<file path="config.mk">
export PLATFORM = sky130hd
export DESIGN_NAME = fir_filter_loadable_coefficients_unit
export DESIGN_NICKNAME = d
export VERILOG_FILES = /design/src/rtl/firlc_pkg.sv /design/src/rtl/firlc_mac.sv /design/src/rtl/fir_filter_loadable_coefficients_unit.sv
export SDC_FILE = /design/constraint.sdc
export NUM_CORES = 2
export LEC_CHECK = 0
export BUFFER_PORTS_ARGS = -buffer_cell sky130_fd_sc_hd__buf_4
export CAP_MARGIN = 20
export CORE_UTILIZATION = 60
export CTS_BUF_LIST = sky130_fd_sc_hd__clkbuf_16
export CTS_CLUSTER_DIAMETER = 100
export CTS_CLUSTER_SIZE = 16
export DETAILED_ROUTE_END_ITERATION = 12
export PLACE_DENSITY_LB_ADDON = 0.25
export RECOVER_POWER = 25
export SLEW_MARGIN = 20
export SYNTH_ARGS = -nofsm -noshare
export SYNTH_HDL_FRONTEND = slang
export SYNTH_SLANG_ARGS = --single-unit
</file>
<file path="constraint.sdc">
create_clock -name clk -period 17.36 [get_ports clk]
set_input_delay 0 -clock clk [delete_from_list [all_inputs] [get_ports clk]]
set_output_delay 0 -clock clk [all_outputs]
set_load 0.02 [all_outputs]
</file>
<file path="src/rtl/firlc_pkg.sv">
// Constants and types of the loadable-coefficient FIR filter.
package firlc_pkg;

  localparam int TAP_SPREAD = 32;
  localparam int TAP_COUNT  = 2 * TAP_SPREAD + 1;
  localparam int TAP_IDX_W  = $clog2(TAP_COUNT);

  localparam int SMP_W   = 16;
  localparam int COEF_W  = 18;
  localparam int PROD_W  = SMP_W + COEF_W;
  localparam int ACC_W   = PROD_W + $clog2(TAP_COUNT);

  // request kinds
  localparam logic KIND_SAMPLE = 1'b0;
  localparam logic KIND_COEF   = 1'b1;

  // valid and last flags of the operand pair presented to the MAC
  typedef struct packed {
    logic vld;
    logic last;
  } mac_op_t;

  // accumulator status and rounded result
  typedef struct packed {
    logic                    done;
    logic signed [SMP_W-1:0] value;
    logic                    sat;
  } mac_res_t;

endpackage

</file>
<file path="src/rtl/firlc_mac.sv">
// Multiply-accumulate with Q.31 to Q1.15 rounding and saturation.
module firlc_mac (
  input  logic                                 clk,
  input  logic                                 rst,
  input  logic                                 clr,
  input  firlc_pkg::mac_op_t                   op,
  input  logic signed [firlc_pkg::COEF_W-1:0]  coef,
  input  logic signed [firlc_pkg::SMP_W-1:0]   smp,
  output firlc_pkg::mac_res_t                  res
);

  firlc_pkg::mac_op_t                         prod_op;
  logic signed [firlc_pkg::PROD_W-1:0]        prod;
  logic signed [firlc_pkg::ACC_W-1:0]         acc;
  logic                                       done;
  logic signed [firlc_pkg::ACC_W:0]           rnd_sum;
  logic signed [firlc_pkg::ACC_W-16:0]        rnd_q;

  // product register
  always_ff @(posedge clk) begin
    if (rst || clr) begin
      prod_op <= '0;
    end else begin
      prod_op <= op;
    end
    prod <= coef * smp;
  end

  always_ff @(posedge clk) begin
    if (rst || clr) begin
      acc  <= '0;
      done <= 1'b0;
    end else if (prod_op.vld) begin
      acc <= acc + firlc_pkg::ACC_W'(prod);
      if (prod_op.last) begin
        done <= 1'b1;
      end
    end
  end

  // round half up: floor((acc + 2^15) / 2^16)
  assign rnd_sum = (firlc_pkg::ACC_W+1)'(acc) + (firlc_pkg::ACC_W+1)'(32768);
  assign rnd_q   = rnd_sum[firlc_pkg::ACC_W:16];

  always_comb begin
    res.done = done;
    priority if (rnd_q > (firlc_pkg::ACC_W-15)'(32767)) begin
      res.value = 16'sh7fff;
      res.sat   = 1'b1;
    end else if (rnd_q < -(firlc_pkg::ACC_W-15)'(32768)) begin
      res.value = 16'sh8000;
      res.sat   = 1'b1;
    end else begin
      res.value = rnd_q[firlc_pkg::SMP_W-1:0];
      res.sat   = 1'b0;
    end
  end

endmodule

</file>
<file path="src/rtl/fir_filter_loadable_coefficients_unit.sv">
// Top level of the direct-form FIR filter with loadable coefficients.
//
// Input channel (in_valid / in_ready) carries two kinds of request.
//   kind = coefficient write: coef_value is stored at tap coef_index; an
//     index beyond the last tap is dropped. No result follows.
//   kind = sample: sample_in enters the delay line at tap 0 and one result
//     request (sample_out, saturated, last_out) follows on the output channel.
// A sample is summed tap by tap: the delay line and coefficient store sit
// in synchronous RAMs (one read, one write port) and one shared MAC
// consumes one tap per cycle, plus read, multiply and accumulate stages.
// in_ready is low from a sample's acceptance until its result is loaded,
// so a sample is taken only once the previous sample's result is loaded.
// The delay line is a circular buffer: no data moves, a write pointer
// advances by one tap per sample.
// Reset clears the control state and the per-entry valid bits, so both
// stores read as zero until written; no clearing pass is needed.
// A stalled receiver: the result waits in the output register, and new
// requests are still taken. A following sample is summed but parks before
// the output until the pending result has gone.
module fir_filter_loadable_coefficients_unit (
  input  logic                                 clk,
  input  logic                                 rst,
  input  logic                                 in_valid,
  output logic                                 in_ready,
  input  logic                                 kind,
  input  logic signed [15:0]                   sample_in,
  input  logic [6:0]                           coef_index,
  input  logic signed [17:0]                   coef_value,
  input  logic                                 last_in,
  output logic                                 out_valid,
  input  logic                                 out_ready,
  output logic signed [15:0]                   sample_out,
  output logic                                 saturated,
  output logic                                 last_out
);

  localparam logic [1:0] ST_IDLE = 2'd0;
  localparam logic [1:0] ST_RUN  = 2'd1;
  localparam logic [1:0] ST_WAIT = 2'd2;

  localparam logic [firlc_pkg::TAP_IDX_W-1:0] LAST_TAP =
    firlc_pkg::TAP_IDX_W'(firlc_pkg::TAP_COUNT - 1);

  logic [1:0]                                  state;
  logic [firlc_pkg::TAP_IDX_W-1:0]             cnt;
  logic [firlc_pkg::TAP_IDX_W-1:0]             wr_ptr;
  logic [firlc_pkg::TAP_IDX_W-1:0]             rd_ptr;
  logic                                        last_hold;

  logic                                        accept;
  logic                                        smp_wr;
  logic                                        coef_wr;
  logic                                        issue;
  logic                                        out_load;
  logic [firlc_pkg::TAP_IDX_W-1:0]             coef_wa;

  // storage
  logic signed [firlc_pkg::COEF_W-1:0]         coef_mem [firlc_pkg::TAP_COUNT];
  logic signed [firlc_pkg::SMP_W-1:0]          dly_mem  [firlc_pkg::TAP_COUNT];
  logic [firlc_pkg::TAP_COUNT-1:0]             coef_vld;
  logic [firlc_pkg::TAP_COUNT-1:0]             dly_vld;

  // read stage
  logic signed [firlc_pkg::COEF_W-1:0]         coef_q;
  logic signed [firlc_pkg::SMP_W-1:0]          dly_q;
  logic                                        coef_vq;
  logic                                        dly_vq;
  firlc_pkg::mac_op_t                          rd_op;
  logic signed [firlc_pkg::COEF_W-1:0]         coef_op;
  logic signed [firlc_pkg::SMP_W-1:0]          dly_op;
  firlc_pkg::mac_res_t                         mac_res;

  assign in_ready = (state == ST_IDLE);
  assign accept   = in_valid && in_ready;
  assign smp_wr   = accept && (kind == firlc_pkg::KIND_SAMPLE);
  assign coef_wr  = accept && (kind == firlc_pkg::KIND_COEF) &&
                    (32'(coef_index) < 32'(firlc_pkg::TAP_COUNT));
  assign coef_wa  = firlc_pkg::TAP_IDX_W'(coef_index);
  assign issue    = (state == ST_RUN);
  assign out_load = (state == ST_WAIT) && mac_res.done && (!out_valid || out_ready);

  // Writes happen only on acceptance, i.e. in idle, so they never meet a
  // read of the summing pass: no forwarding needed.
  always_ff @(posedge clk) begin
    if (coef_wr) begin
      coef_mem[coef_wa] <= coef_value;
    end
    coef_q <= coef_mem[cnt];
  end

  always_ff @(posedge clk) begin
    if (smp_wr) begin
      dly_mem[wr_ptr] <= sample_in;
    end
    dly_q <= dly_mem[rd_ptr];
  end

  // valid bits: an unwritten entry reads as zero
  always_ff @(posedge clk) begin
    if (rst) begin
      coef_vld <= '0;
      dly_vld  <= '0;
    end else begin
      if (coef_wr) begin
        coef_vld[coef_wa] <= 1'b1;
      end
      if (smp_wr) begin
        dly_vld[wr_ptr] <= 1'b1;
      end
    end
  end

  always_ff @(posedge clk) begin
    coef_vq <= coef_vld[cnt];
    dly_vq  <= dly_vld[rd_ptr];
  end

  assign coef_op = coef_vq ? coef_q : '0;
  assign dly_op  = dly_vq ? dly_q : '0;

  // sequencer: tap k pairs coefficient k with the sample k steps old
  always_ff @(posedge clk) begin
    if (rst) begin
      state  <= ST_IDLE;
      cnt    <= '0;
      wr_ptr <= '0;
      rd_ptr <= '0;
      rd_op  <= '0;
    end else begin
      rd_op.vld  <= issue;
      rd_op.last <= issue && (cnt == LAST_TAP);
      unique case (state)
        ST_IDLE: begin
          if (smp_wr) begin
            state  <= ST_RUN;
            cnt    <= '0;
            rd_ptr <= wr_ptr;
            wr_ptr <= (wr_ptr == LAST_TAP) ? '0 : wr_ptr + 1'b1;
          end
        end
        ST_RUN: begin
          rd_ptr <= (rd_ptr == '0) ? LAST_TAP : rd_ptr - 1'b1;
          if (cnt == LAST_TAP) begin
            state <= ST_WAIT;
          end else begin
            cnt <= cnt + 1'b1;
          end
        end
        ST_WAIT: begin
          if (out_load) begin
            state <= ST_IDLE;
          end
        end
        default: begin
          state <= ST_IDLE;
        end
      endcase
    end
  end

  always_ff @(posedge clk) begin
    if (smp_wr) begin
      last_hold <= last_in;
    end
  end

  firlc_mac u_mac (
    .clk  (clk),
    .rst  (rst),
    .clr  (smp_wr),
    .op   (rd_op),
    .coef (coef_op),
    .smp  (dly_op),
    .res  (mac_res)
  );

  // output register
  always_ff @(posedge clk) begin
    if (rst) begin
      out_valid <= 1'b0;
    end else if (out_load) begin
      out_valid <= 1'b1;
    end else if (out_ready) begin
      out_valid <= 1'b0;
    end
  end

  always_ff @(posedge clk) begin
    if (out_load) begin
      sample_out <= mac_res.value;
      saturated  <= mac_res.sat;
      last_out   <= last_hold;
    end
  end

endmodule

</file>
==> out/metrics.csv <==
metric;value;unit
status;finished, violations left;
violations;max-capacitance violations, max-slew violations;
num_vias;55200;
ys_seq_elements;2499;
die_x;425;um
synth_edf_count;2229;
slew_headroom;-115;%
cp_max_fo;38;
yosys.area.top_type_share;62.4;%
nets;6547;
maxCapViolations;26;
static-leakage-power;38.5;nW
io_pins;67;
antenna_found_initial;13;
peakVddDrop;108;uV
synth.cell_area;0.107;mm^2
setup-tns-final;0;ns
initial_core_util;60.6;%
finish.utilization;65.9;%
yosysWarnings;0;
rsz0062_at_grt;false;
yosysSeqAreaShare;67.5;%
cts_tree;yes;
rows;154;
drc;0;
fin_hold_ws;0.0701;ns
required;18.15;ns
root_buffer;clkbuf_16;
stdcell_count;8559;
postRouteWirelength;251000;um
syn_to_final_growth;8.80;%
clk_pin_slew;0.08;ns
die-area;0.180;mm^2
htree_levels;4;
gp_congestion;0.949;
critical_path_class;reg -> reg;
async_flop_share;0;%
synth_largest_area_cell;edfxtp_1;
grt_pass1_vias;55700;
startpoint_type;flop;
worstPathArrival;8.65;ns
hold_viol_final;0;
cts_buffers;175;
grt-ovfl-total;0;
setup_viol;0;
grt_max_degree;138;
synthDistinctLibCells;66;
powerDensity;94.8;mW/mm^2
post-route-period-util;45.3;%
cts.path.max_buffers;3;
hold_class;in -> reg;
fmax;0.127;GHz
first_pass_iters;5;
numClockSinks;2499;
viasPerCell;6.45;
tightestPinTransition;3.23;ns
maxSlewViolCount;1716;
grt_pass1_wl;370000;um
ant_nets;0;
end_kind;flop;
synth_top_flop_cell;edfxtp_1;
drive_gt1_share;20.6;%
syn_nets;6385;
die_h;425;um
ys_top_cells_by_area;edfxtp_1 (62%), mux4_2 (15%), fa_1 (5.4%), dfxtp_1 (5.0%), nor2_1 (2.1%);
drt-initial-drc-count;6883;
grt_use_total;28.4;%
syn_avg_cell_area;18.1;um^2
finalCriticalPeriod;7.86;ns
dpl.hpwl;149000;um
io_buffers;66;
syn_inst;5915;
dp.cells;8187;
worst_skew_pair.late_latency;0.85;ns
core;0.177;mm^2
skew;0.0737;ns
routedWlPerCell;29.3;um
==> placed cells by master, fill, tap and decap left out, types with 8 or more instances in the layout <==
master         instances
nand3_1               55
nor4_1                 8
nor2_4                11
dlygate4sd3_1         52
clkbuf_16            177
o221ai_1              18
o22ai_1               16
ha_1                 132
o21a_1                12
nor2b_1               17
xor2_1                44
nor2_1               488
a21oi_1              118
a21o_1                36
mux2i_1               77
o21bai_1               8
and2_1                34
o21ba_2               24
clkinv_8               8
dfxtp_1              257
fa_1                 291
a31oi_1               12
mux2_2                33
o31ai_1               20
nor3_1                23
a211oi_1              13
or3_1                 15
nand2_1              251
nor2_2                92
inv_1                461
xnor2_1               54
clkbuf_1              26
nand2b_1              15
o21ai_0               78
buf_4                183
nand4_1               14
and3_1                16
edfxtp_1            2229
mux4_2               709
==> cells in the mapped netlist (44+ instances only) <==
cell type  instances
edfxtp_1        2229
mux4_2           709
nor2_1           591
inv_1            341
fa_1             291
dfxtp_1          270
nand2_1          251
clkbuf_1         184
ha_1             132
a21oi_1          118
o21ai_0           78
mux2i_1           77
nand3_1           55
xnor2_1           54
buf_1             44
xor2_1            44
==> critical path, stage by stage, from the launching register on <==
cell and delay (ns):
dfxtp_1 1.07, and2_1 0.60, nand2_1 0.16, fa_1 0.56, inv_1 0.06, fa_1 0.49
fa_1 0.61, fa_1 0.44, fa_1 0.49, inv_1 0.05, fa_1 0.47, inv_1 0.04
ha_1 0.34, a21o_1 0.19, a21oi_1 0.18, o211ai_1 0.10, a2111oi_0 0.41, a21oi_1 0.17
a31oi_1 0.37, o21ai_1 0.20, and4_1 0.26, o31a_1 0.28, nor2_1 0.11, xnor2_1 0.12
==> routing by layer <==
metal	track usage, %	vias up	part of all wire [%]
li1	-	23000	-
met1	39.9	28900	38
met2	45.2	2778	49
met3	5.25	471	9.1
met4	9.89	10	3.7
met5	0	-	0.027
==> cell type report <==
type / instances / area (um^2)
Clock buffer: 177 / 4430
Tap cell: 2340 / 2930
Timing Repair Buffer: 268 / 2110
Inverter: 341 / 1280
Multi-Input combinational cell: 2792 / 32800
Sequential cell: 2499 / 72400
Fill cell: 11500 / 60200
Clock inverter: 137 / 732
Antenna cell: 5 / 12.5
==> kinds of logic after synthesis <==
group / count (synthesis) / share of synthesized area [%]
AOI/OAI and AO/OA: 390 / 2.34
xor gates and xnor gates: 98 / 0.801
DFF: 2499 / 67.5
and+or+nand+nor: 1062 / 4.17
muxes: 819 / 16.0
adders and majority gates: 423 / 6.97
buffers and inverters: 624 / 2.28
==> where the power goes <==
part | internal, W | total [W] | leakage, nW | switching [W]
registers | 0.00657 | 0.00661 | 22.2 | 0.0000410
clock network | 0.00186 | 0.00383 | 2.94 | 0.00197
logic | 0.000242 | 0.000611 | 13.4 | 0.000369
==> final timing paths <==
path	start	end	slack, ns	depth (start not counted)
worst max-delay path	coef_vq	u_mac.prod[33]	9.50	23
worst min register to register	coef_mem[64][3]	coef_q[3]	0.42	1
worst max register to register	coef_vq	u_mac.prod[33]	9.50	23
worst min-delay path	coef_index[2]	coef_mem[33][3]	0.07	4
==> per-stage QoR <==
step | cell area, um^2 | setup WS, ns | total power, W
detailed placement | 111000 | 9.28 | 0.00734
global placement | 111000 | 9.47 | 0.00732
global route | 117000 | 8.95 | 0.0114
finish | 117000 | 9.50 | 0.0111
CTS | 117000 | 9.27 | 0.0111
floorplan | 107000 | 10.61 | 0.00708
==> what timing repair did <==
action,in CTS,in global routing
buffers inserted,0,0
gates resized for setup,0,0
hold endpoints to repair,2388,0
hold buffers,52,0
==> flip-flops by register name, indices dropped and copies added, names as in the netlist, 2 cells and up <==
signal / count
sample_out: 16
rd_op: 2
cnt: 7
state: 2
u_mac.prod: 34
wr_ptr: 7
dly_vld: 65
coef_vld: 65
u_mac.prod_op: 2
dly_mem: 1040
rd_ptr: 7
u_mac.acc: 41
coef_q: 18
coef_mem: 1170
dly_q: 16
(Power assumes the default switching activity.)
